$ cat config.mk
export PLATFORM = sky130hd
export DESIGN_NAME = cnm_queue
export DESIGN_NICKNAME = d
export VERILOG_FILES = /design/src/rtl/cnm_pkg.sv /design/src/rtl/cnm_queue.sv
export SDC_FILE = /design/constraint.sdc
export NUM_CORES = 1
export LEC_CHECK = 0
export BUFFER_PORTS_ARGS = -buffer_cell sky130_fd_sc_hd__buf_4
export CAP_MARGIN = 20
export CORE_MARGIN = 1.5
export CORE_UTILIZATION = 43
export DETAILED_ROUTE_END_ITERATION = 7
export PLACE_DENSITY = 0.76
export SYNTH_ARGS = -nofsm -noshare
export SYNTH_HDL_FRONTEND = slang
export SYNTH_SLANG_ARGS = --single-unit
$ cat constraint.sdc
create_clock -name clock -period 12 [get_ports clock]
set_clock_uncertainty 0.05 [all_clocks]
set_input_delay 1.2 -clock clock [delete_from_list [all_inputs] [get_ports clock]]
set_output_delay 1.2 -clock clock [all_outputs]
set_load 0.02 [all_outputs]
$ cat src/rtl/cnm_pkg.sv
`default_nettype none
package cnm_pkg;
   localparam int unsigned NumSourcesDefault = 1024;
   localparam int unsigned TimeWidth = 48;
   localparam int unsigned CntWidth = 16;
   localparam int unsigned RateWidth = 13;
   localparam logic [CntWidth-1:0] CntMax = 16'hFFFF;
   localparam logic [RateWidth-1:0] RateMax = 13'h1FFF;
   localparam logic [1:0] MarkCongested = 2'd1;
   localparam logic [1:0] MarkClear = 2'd3;
   localparam logic [1:0] FecnSet = 2'd1;
   localparam logic NoticeBecn = 1'b0;
   localparam logic NoticeFecn = 1'b1;

   typedef enum logic [1:0] {
      CSR_LEGACY = 2'd0,
      CSR_WINDOW = 2'd1,
      CSR_WIN_NS = 2'd2
   } csr_index_type;

   typedef enum logic [2:0] {
      BE_IDLE,
      BE_READ,
      BE_CALC,
      BE_DIV,
      BE_EMIT1,
      BE_EMIT2
   } be_state_type;

   // classified word passed from front to back
   typedef struct packed {
      logic        fwd;       // BECN forward
      logic        count;     // source in range, counted
      logic        fecn_only;
      logic        legacy;
      logic        window;
      logic [15:0] win_ns;
      logic [9:0]  src_id;
      logic [9:0]  dst_id;
      logic [3:0]  service_level;
      logic [7:0]  app_index;
      logic [15:0] msg_index;
      logic [12:0] carried_rate;
      logic        becn_flag;
      logic [47:0] arrival_ns;
   } item_type;
endpackage
`default_nettype wire

$ cat src/rtl/cnm_queue.sv
`default_nettype none
module cnm_queue (
   input  wire logic              clock,
   input  wire logic              reset,
   input  wire logic              push,
   input  wire cnm_pkg::item_type wr_item,
   output logic                   full,
   input  wire logic              pop,
   output logic                   not_empty,
   output cnm_pkg::item_type      rd_item
);
   cnm_pkg::item_type mem_ff [2];
   logic [1:0] cnt_ff, cnt_in;
   logic wp_ff, rp_ff;

   assign full = cnt_ff[1];
   assign not_empty = cnt_ff != 2'd0;
   assign rd_item = mem_ff[rp_ff];
   assign cnt_in = cnt_ff + {1'b0, push} - {1'b0, pop};

   always_ff @(posedge clock) begin
      if (push) mem_ff[wp_ff] <= wr_item;
   end

   always_ff @(posedge clock) begin
      if (reset) begin
         cnt_ff <= 2'd0;
         wp_ff <= 1'b0;
         rp_ff <= 1'b0;
      end else begin
         cnt_ff <= cnt_in;
         if (push) wp_ff <= ~wp_ff;
         if (pop) rp_ff <= ~rp_ff;
      end
   end

   assert property (@(posedge clock) disable iff (reset) full |-> !push)
      else $error("push into full queue");
   assert property (@(posedge clock) disable iff (reset) !not_empty |-> !pop)
      else $error("pop from empty queue");
   assert property (@(posedge clock) disable iff (reset) cnt_ff != 2'd3)
      else $error("queue count overflow");
endmodule
`default_nettype wire

Yosys cells after proc, flatten, opt, wreduce, memory -nomap -nowiden --
Memories as Yosys holds them, arrays and structs flattened. A register that Yosys moved wholly into a read port is not among the register bits. Cells that the tools add are included.
Storage, ports and cells: register bits after elaboration 4, memory bits (writable) 262, output and inout bits 133, memories 1
Memories:
- mem_ff | depth 2, width 131, rd ports 1, clocked after Yosys merged registers in 1, write ports 1, line cnm_queue.sv:12 | cnm_pkg::item_type mem_ff [2];
Cells by class: add/subtract/negate cells 2, multiplexer cells 4, bitwise operators 2, reductions and logical operators 1
Operator list (count):
- $mux 1 | 4
- $add 2x1->2 | 1
- $not 1->1 | 2
- $reduce_bool 2->1 | 1
- $sub 2x1->2 | 1

Longest topological paths before layout --
depth after elaboration 3, mapped depth 6

Worst setup path after synthesis --
Ideal clock, no wire load.
path kind input to register, start point in push, end point mem mem_ff[0][0] (netlist bit) (enable), library setup time 0.639 ns, arrival time 6.876 ns, path slack 4.435 ns, stages on the path 1, buffers on the path 0, cells stage by stage nor2b_1
On the way: cells in the longest elaborated chain, start to end 2
Ends and longest elaborated chain:
- from (decl) | line cnm_queue.sv:5 | input wire logic push,
- $mux 1 | line cnm_queue.sv:22 | if (push) mem_ff[wp_ff] <= wr_item;
- $mux 1 (implied by the code) | line cnm_queue.sv:22
- to (decl) | line cnm_queue.sv:12
Every way passes these cells.

==> out/qor.yml <==
pwr:
  p_int_mw: 1.67
  seqPwrFrac_pct: 51.1
  powerDensity_nw_per_um2: 165
  irDropWorstVdd_mv: 0.110
  combinationalPowerShare_pct: 15.3
  swShare_pct: 23.1
  clock_power_share_pct: 33.6
  p_switching_mw: 0.500
  totalPowerFinal_mw: 2.16
  power_leakage_nw: 5.07
worst_setup_path:
  cp.arrival_ns: 2.43
  crit_required_ns: 10.75
  cp_common_cell: "buf_4"
  timing.rr.start: "wp_ff"
  cpLargestDelayFamily: "buffers and inverters"
  path_cells: "buf_4 > mux2_2 > buf_4"
  crit_buf_inv: 2
  crit_type: "reg2out"
  critical_path.max_fanout: 63
  r2r_cells: 2
  max_stage_delay_ns: 0.77
  reg2reg_slack_ns: 9.54
  cp-start-kind: "flip-flop"
  reg2reg_to: "mem_ff[1][122]"
  critPathCaptureType: "output pin"
  crit_slowest_cell: "buf_4"
finish:
  layout-area-overhead-vs-synth_pct: 30.5
  fin_util_pct: 57.5
  final_nets: 851
  diodes: 0
  final_area_sq_um: 13100
  layout-drive-gt1-share_pct: 59.9
  finalNonFillerCells: 1046
  n_fill_cell: 1682
grt:
  grtUsageMet1_pct: 16.6
  grt_util_met3_pct: 4.86
  grt_max_degree: 69
  grt_use_total_pct: 14.6
  first_global_vias: 5152
  grt_use_met2_pct: 25.9
  grt_overflow: 0
  busiest_layer: "met2"
  grt_pass1_wl_um: 27200
  antenna_found_initial: 0
timing:
  timing.final.ws_setup_ns: 8.32
  slew_headroom_pct: 28.6
  min_period_ns: 3.68
  clock.fmax_mhz: 272
  holdWs_ns: 0.467
  slew_viol_final: 0
  final.setup.tns_ns: 0
  rsz0062_at_grt: "no"
  worstMarginPinSlew_ns: 1.07
  finalCritPeriodShare_pct: 30.7
  hold_viol_final: 0
  finalSetupViolations: 0
logic_synthesis:
  synthAdderAreaFrac_pct: 0.249
  ys_seq_area_share_pct: 79.4
  synth.mux.area_fraction_pct: 18.1
  synth_top_family_by_area: "multiplexers"
  synth-xor-area-share_pct: 0.399
  synth_fp_nets: 565
  synth_seq_cells: 267
  synth-compound-area-share_pct: 0
  synthSimpleGateAreaFrac_pct: 0.399
  netlist_area_sq_um: 10000
  syn_inst: 428
  yosysWarnings: 0
  syn_area_per_cell_sq_um: 23.5
  yosysUniqueCellTypes: 15
die:
  ios: 268
  start_util_pct: 44.1
  coreArea_sq_um: 22800
  die_w_um: 156
  die_area_sq_um: 24300
  die-height_um: 156
  rows: 55
routing:
  dr.pass1.iters: 4
  drc_errors: 0
  routed_wl_um: 18600
  vias_per_cell: 4.64
  vias: 4852
  wl_per_cell_um: 17.8
  postRouteAntennaNets: 0
  drt_iter0_drc: 170
hold_path:
  hold_path_class: "reg2reg"
  whs_path_depth: 2
  worstHoldStart: "rp_ff"
outcome:
  status: "finished clean"
placed_design:
  dp.cells: 998
  place_ws_ns: 8.60
  place_hpwl_um: 12500
  gp_congestion: 0.722
  place_area_sq_um: 12300
  io_buffer_count: 267
clock_network:
  clk-insertion-delay-late_ns: 0.51
  postCtsSetupBuffers: 0
  max-clock-path-buffers: 3
  cts.sinks: 267
  cts_root_buf: "clkbuf_16"
  numCtsBuffers: 27
  clk_pin_slew_ns: 0.06
  post_cts_resize_count: 0
  h-tree-depth: 1
  cts_tree: "yes"
  hold_buffers: 0
job:
  cap_violations: 0
-- cells by family after synthesis --
group | after synthesis
flip-flops | 267
AND/OR/NAND/NOR | 8
adder cells (fa/ha/maj) | 2
XOR/XNOR | 3
buffers and inverters | 17
multiplexers | 131
-- routing by layer --
layer / part of all wire (%) / wire [um]
met1: 38 / 7110
met2: 52 / 9600
met3: 8.3 / 1540
met4: 1.9 / 350
met5: 0 / 0
-- synth_stat cells --
cell | count | area, sq um
xnor2_1 | 2 | 17.5
or2_2 | 1 | 6.26
ha_1 | 2 | 25.0
inv_1 | 2 | 7.51
buf_2 | 4 | 20.0
buf_6 | 10 | 113
mux2_2 | 41 | 462
mux2_4 | 90 | 1350
buf_8 | 1 | 15.0
and2_1 | 1 | 6.26
edfxtp_1 | 262 | 7870
dfxtp_1 | 5 | 100
xnor3_1 | 1 | 22.5
nor2b_1 | 2 | 12.5
nor2_1 | 4 | 15.0
-- worst max-delay path by stage --
stage | from | endpoint | slack (ns) | cells past startpoint
after floorplan | push | mem_ff[0][0] | 4.44 | 1
after global placement | push | mem_ff[1][44] | 8.63 | 3
after detailed placement | push | mem_ff[1][46] | 8.60 | 3
final | flip-flop | rd_item[28] | 8.32 | 3
after CTS | flip-flop | rd_item[24] | 8.28 | 3
after global routing | flip-flop | rd_item[24] | 8.21 | 3
-- power by group through the flow --
stage	registers, mW	logic [mW]	clock network, mW
floorplan	1.13	0.198	0
global placement	1.12	0.327	0
detailed placement	1.13	0.334	0
CTS	1.11	0.335	0.748
global route	1.11	0.350	0.783
finish	1.11	0.330	0.728
-- registers in the layout, summed over array words and instances, names as in the netlist, named ones only --
name and count:
cnt_ff 2, mem_ff 262, rp_ff 1, wp_ff 1
-- worst register-to-register path, delay by kind of cell, from the launching register on --
family	cells	cell delay, ns
buffers and inverters	1	0.79
AND/OR/NAND/NOR	1	0.77
flip-flops	1	0.41
-- cell type report --
cell class / count / area (sq um) / share of cell area [%]
clock buffer: 33 / 698 / 5.33
clock inverter: 15 / 67.6 / 0.516
inverter: 2 / 7.51 / 0.0573
multi-input combinational: 144 / 1930 / 14.7
sequential: 267 / 7970 / 60.8
tap: 313 / 392 / 2.99
timing repair buffer: 272 / 2040 / 15.6
-- cell usage in the layout, fill, tap and decap left out, drive strengths merged --
master      n
nor2        4
clkinv     13
xnor2       2
dfxtp       5
inv         2
mux2      131
or2         1
clkbuf     33
buf       272
ha          2
nor2b       2
xnor3       1
and2        1
edfxtp    262
clkinvlp    2
No activity file was read; power rests on OpenSTA's default activity.
