$ cat config.mk
export PLATFORM = sky130hd
export DESIGN_NAME = cnm_front
export DESIGN_NICKNAME = d
export VERILOG_FILES = /design/src/rtl/cnm_pkg.sv /design/src/rtl/cnm_front.sv
export SDC_FILE = /design/constraint.sdc
export NUM_CORES = 1
export LEC_CHECK = 0
export BUFFER_PORTS_ARGS = -buffer_cell sky130_fd_sc_hd__clkbuf_2
export CORE_AREA = 2 2 103 105
export CTS_CLUSTER_DIAMETER = 50
export DETAILED_ROUTE_END_ITERATION = 8
export DIE_AREA = 0 0 105 107
export GPL_TIMING_DRIVEN = 1
export PLACE_DENSITY_LB_ADDON = 0.2
export SLEW_MARGIN = 10
export SYNTH_ARGS = -nofsm -noshare
export SYNTH_HDL_FRONTEND = slang
export SYNTH_SLANG_ARGS = --single-unit
$ cat constraint.sdc
create_clock -name clock -period 1.55 [get_ports clock]
set_clock_uncertainty 0.2 [all_clocks]
set_input_delay 0.2325 -clock clock [delete_from_list [all_inputs] [get_ports clock]]
set_output_delay 0.2325 -clock clock [all_outputs]
set_load 0.03 [all_outputs]
$ cat src/rtl/cnm_pkg.sv
`default_nettype none
package cnm_pkg;
   localparam int unsigned NumSourcesDefault = 1024;
   localparam int unsigned TimeWidth = 48;
   localparam int unsigned CntWidth = 16;
   localparam int unsigned RateWidth = 13;
   localparam logic [CntWidth-1:0] CntMax = 16'hFFFF;
   localparam logic [RateWidth-1:0] RateMax = 13'h1FFF;
   localparam logic [1:0] MarkCongested = 2'd1;
   localparam logic [1:0] MarkClear = 2'd3;
   localparam logic [1:0] FecnSet = 2'd1;
   localparam logic NoticeBecn = 1'b0;
   localparam logic NoticeFecn = 1'b1;

   typedef enum logic [1:0] {
      CSR_LEGACY = 2'd0,
      CSR_WINDOW = 2'd1,
      CSR_WIN_NS = 2'd2
   } csr_index_type;

   typedef enum logic [2:0] {
      BE_IDLE,
      BE_READ,
      BE_CALC,
      BE_DIV,
      BE_EMIT1,
      BE_EMIT2
   } be_state_type;

   // classified word passed from front to back
   typedef struct packed {
      logic        fwd;       // BECN forward
      logic        count;     // source in range, counted
      logic        fecn_only;
      logic        legacy;
      logic        window;
      logic [15:0] win_ns;
      logic [9:0]  src_id;
      logic [9:0]  dst_id;
      logic [3:0]  service_level;
      logic [7:0]  app_index;
      logic [15:0] msg_index;
      logic [12:0] carried_rate;
      logic        becn_flag;
      logic [47:0] arrival_ns;
   } item_type;
endpackage
`default_nettype wire

$ cat src/rtl/cnm_front.sv
`default_nettype none
module cnm_front #(
   parameter int unsigned NUM_SOURCES = cnm_pkg::NumSourcesDefault
) (
   input  wire logic              clock,
   input  wire logic              reset,
   input  wire logic              start,
   output logic                   busy,
   input  wire logic [9:0]        req_src_id,
   input  wire logic [9:0]        req_dst_id,
   input  wire logic [1:0]        req_fecn_mark,
   input  wire logic              req_becn_flag,
   input  wire logic [3:0]        req_service_level,
   input  wire logic [7:0]        req_app_index,
   input  wire logic [15:0]       req_msg_index,
   input  wire logic [12:0]       req_carried_rate,
   input  wire logic [47:0]       req_arrival_ns,
   input  wire logic              csr_valid,
   output logic                   csr_ready,
   input  wire logic [1:0]        csr_index,
   input  wire logic [15:0]       csr_wdata,
   output logic                   q_push,
   output cnm_pkg::item_type      q_item,
   input  wire logic              q_full
);
   logic legacy_ff, window_ff;
   logic [15:0] win_ns_ff;
   logic any;

   assign csr_ready = 1'b1;
   assign busy = q_full;
   assign any = legacy_ff | window_ff;

   always_ff @(posedge clock) begin
      if (reset) begin
         legacy_ff <= 1'b0;
         window_ff <= 1'b0;
         win_ns_ff <= 16'd8192;
      end else if (csr_valid) begin
         case (cnm_pkg::csr_index_type'(csr_index))
            cnm_pkg::CSR_LEGACY: legacy_ff <= csr_wdata[0];
            cnm_pkg::CSR_WINDOW: window_ff <= csr_wdata[0];
            cnm_pkg::CSR_WIN_NS: win_ns_ff <= csr_wdata;
            default: ;
         endcase
      end
   end

   always_comb begin
      q_item.fwd = req_becn_flag && (req_fecn_mark == 2'd0);
      q_item.count = !q_item.fwd && ({22'd0, req_src_id} < NUM_SOURCES);
      q_item.fecn_only = (req_fecn_mark == cnm_pkg::FecnSet) && !req_becn_flag;
      q_item.legacy = legacy_ff;
      q_item.window = window_ff;
      q_item.win_ns = win_ns_ff;
      q_item.src_id = req_src_id;
      q_item.dst_id = req_dst_id;
      q_item.service_level = req_service_level;
      q_item.app_index = req_app_index;
      q_item.msg_index = req_msg_index;
      q_item.carried_rate = req_carried_rate;
      q_item.becn_flag = req_becn_flag;
      q_item.arrival_ns = req_arrival_ns;
   end

   // flits with both schemes off are dropped here
   assign q_push = start && !q_full && any;
endmodule
`default_nettype wire

Word level (Yosys, flattened, before mapping)

Index checks and enable logic that the tools add are counted.

Flip-flop bits (word level): 18
Bits of input ports: 135
Output and inout port bits: 134
Word-level logic and storage cells: 19

Eq/ne operators: 3
Bitwise operators: 1
Reductions and logical operators: 12

Operator list:

| kind                                          | number |
|---|---|
| AND reduction 2 bit                           | 3 |
| == test 2 x 1 -> 1 bit, second input constant | 2 |
| logical AND 1 bit                             | 4 |
| zero test 2 bit                               | 2 |
| zero test 1 bit                               | 3 |
| == test 2 bit, second input constant          | 1 |
| bitwise OR 1 bit                              | 1 |

Longest topological paths before layout

Word-level depth: 3
Gate-level depth with buffers: 4
Depth with buffers taken out: 2

Worst setup path before layout

OpenSTA, ideal clock, no wires.

Path type: reg-to-output
Start point: register window_ff
End point: output port q_push
Arrival: 1.102 ns
Data required time: 1.117 ns
Slack: 0.015 ns
Cell stages (with the launch flop): 3
Path buffers: 0
Path through: dfxtp_1 nor2_1 nor3b_1

Cells in the longest elaborated chain, start to end: 2

Ends and longest elaborated chain:

| element                | line            | RTL |
|---|---|---|
| start, declared        | cnm_front.sv:26 | `logic legacy_ff, window_ff;` |
| start signal, assigned | cnm_front.sv:42 | `cnm_pkg::CSR_WINDOW: window_ff <= csr_wdata[0];` |
| bitwise OR 1 bit       | cnm_front.sv:32 | `assign any = legacy_ff \| window_ff;` |
| logical AND 1 bit      | cnm_front.sv:67 | `assign q_push = start && !q_full && any;` |
| end, declared          | cnm_front.sv:22 | `output logic q_push,` |

No other way between the ends.

Final worst setup path

Start point: register legacy_ff
End point: output port q_push

Cells in the longest elaborated chain, start to end: 2

Ends and longest elaborated chain:

| element                | line            | RTL |
|---|---|---|
| start, declared        | cnm_front.sv:26 |  |
| start signal, assigned | cnm_front.sv:41 | `cnm_pkg::CSR_LEGACY: legacy_ff <= csr_wdata[0];` |
| bitwise OR 1 bit       | cnm_front.sv:32 |  |
| logical AND 1 bit      | cnm_front.sv:67 |  |

No other way between the ends.

==> results.md <==
* Critical Path Sink Type: primary output
* CP required at 1120 ps
* Layout Utilization at 13.5%
* Worst-Skew Late Latency at about 250 ps
* FILL cells at 1,201
* CP Capture Point: q_push
* Die Area at about 0.011 mm^2
* Synth-to-layout area growth at -20.1%
* CP delay by family, top: flip-flops
* Top-count cell post-synth: buf_4
* Pre-CTS WS at 266 ps
* Clock sink count at 18
* RSZ-0062 raised after global routing: false
* Startpoint types: flip-flop
* Tcrit/Tclk final at 93.0%
* I/O pin count at 269
* Max Freq at 694 MHz
* Mapped Area at between 0.0015 and 0.002 mm^2
* Total number of vias at 844
* CP arrival at slightly above 1000 ps
* IR drop worst, VDD at 220 uV
* Final setup vio count at 0
* RR Startpoint: window_ff
* Core area at 0.0101 mm^2
* Int Pwr at slightly below 0.8 mW
* Area leader, netlist: buf_4
* Row count at 37
* Avg Cell Area, Syn at 8.58 um^2
* Run status: completed
* Final WL at approximately 3100 um
* Buffers and inverters on the worst path at 1
* CP max stage cell: dfxtp_2
* Antenna violations before repair at 0
* Initial Util at between 15 and 20%
* MaxCap Viol Count at 0
* Synth top area cells: buf_4 50%, dfxtp_1 21%, nand2b_1 12%, mux2i_1 11%, nor3b_1 1.3%
* Post-synth EDFFs at 0
* Worst R2R End: window_ff
* Main synth FF type: dfxtp_1
* Setup ws final at roughly 110 ps
* Die W at 105 um
* CTS H-tree depth at 1
* Synth warn at 0
* Post-synthesis sequential area ratio at between 20% and 30%
* Synth top cells by count: 114 x buf_4, 32 x nand2b_1, 18 x dfxtp_1, 18 x mux2i_1, 4 x nor2_1
* Hold Vio Cnt, Final at 0
* DR pass1 iterations at 4
* Tmin final at 1440 ps
* Sequential share of power at 44.7%
* Sequential standard cell area at 363 um^2
* Distinct cells, synth at 14
* Clock power share at a little under two fifths
* Multi-input gate area at roughly 450 um^2
* Nets at 275
* Total power at 1.09 mW
* CP cell instances: nor2_1 -> nor3b_1 -> buf_4
* Sw Ratio at 27.4%
* CTS tree: yes
* All-Layer GR Usage at 5.40%
* Combinational fraction of design power at 17.7%
* CTS Buffer Depth at 2
* FFs w/ async S/R, synth at 0%
* Reg clk slew, reported paths at 80 ps
* Via density at 3.07
* Largest fanout on the critical path at 3
* Lkg Pwr at ~0.56 nW
* R2R cell count at 2
* Worst min path class: in2reg
* Seq cells post-synth at 18
* Power Dens Cells at 800 mW/mm^2
* GPL Wtd Cong at 0.569
* First-pass GRT wire length at 4620 um
* CP Depth at 3
* Starting DRC count in detailed routing at 21
* Total grt overflow at 0
* CP Class: reg2out
* Synth Net Count at 334
* Layout cell share with drive strength beyond 1 at 41.0%
* Routed wire per std cell at 11.3 um
* Syn Inst Count at 199
* Hpwl dp at 2330 um
* Switching power at 0.299 mW
* CP peak stage delay at 350 ps
* PortBufs at between 40 and 50
* Residual DRC count at 0
* DIE HEIGHT at approximately 110 um
* Largest net degree at the start of global routing at 19
* Slew Viols, Final at 0
* WHS Path Cells at 3
* Inserted Diodes at 0
* CTS Buf Count at 3
* Worst Setup SP: legacy_ff
* R2R Setup Slk at 750 ps
* Synth top area share at between 50% and 60%
* Fin Setup TNS at 0 ps
* Vias in the first global route at 881
* Routed Antenna Nets at 0
* Clock root buffer: clkbuf_8
cells in the final DEF, fill, tap and decap left out, types with 2 or more instances in the layout:
master,Yosys,final
clkbuf_2,0,48
nand2b_1,32,32
mux2i_1,18,18
dfxtp_1,18,16
nor2_1,4,4
clkbuf_8,0,4
dlygate4sd3_1,0,4
nor3b_1,3,3
dfxtp_2,0,2
buf_12,1,2
sequential cells by signal, indices dropped and copies added (netlist names):
signal     flops
window_ff      1
legacy_ff      1
win_ns_ff     16
worst min-delay path by stage:
stage                             start            end
after floorplan           csr_wdata[14]  win_ns_ff[14]
after global placement     win_ns_ff[0]   win_ns_ff[0]
after detailed placement   win_ns_ff[6]   win_ns_ff[6]
after CTS                  csr_wdata[1]   win_ns_ff[1]
after global routing       csr_wdata[4]   win_ns_ff[4]
final                      csr_wdata[1]   win_ns_ff[1]
kinds of logic after synthesis:
family / share of synthesized area, %
muxes: 10.6
and+or+nand+nor: 15.5
buffers and inverters: 52.6
other: 0.220
DFF: 21.1
power by group through the flow:
stage          sequential (mW)  clock (mW)  combinational [mW]
5_1_grt                  0.491       0.467               0.210
4_1_cts                  0.488       0.454               0.198
2_1_floorplan            0.526           0               0.620
6_report                 0.488       0.410               0.193
3_3_place_gp             0.499           0               0.189
3_5_place_dp             0.499           0               0.190
stage by stage:
step | cell area [um^2] | hold WS, ps | instances
2_1_floorplan | 1710 | 187 | 199
3_3_place_gp | 1260 | 264 | 267
3_5_place_dp | 1260 | 265 | 267
4_1_cts | 1360 | 0.258 | 275
5_1_grt | 1360 | 10.2 | 275
6_report | 1360 | 9.30 | 275
worst register-to-register path: stages (launching register included):
cell,delay (ps)
dfxtp_2,340
nand2b_1,50
mux2i_1,130
layout make-up:
class / instances / share of cell area [%]
Sequential cell: 18 / 26.6
Tap cell: 136 / 12.5
Clock buffer: 4 / 4.04
Timing Repair Buffer: 55 / 24.0
Multi-Input combinational cell: 62 / 32.8
timing repair:
action	4_1_cts	5_1_grt
resized for setup	0	4
endpoints found under the setup margin	0	1
setup buffers	0	0
hold buffers	4	0
endpoints found under the hold margin	4	0
layer usage:
metal,routed length [um],track usage [%]
met1,1190,5.41
met2,1240,7.56
met3,379,2.67
met4,289,6.29
met5,0,0
No activity file was read; power rests on OpenSTA's default activity.
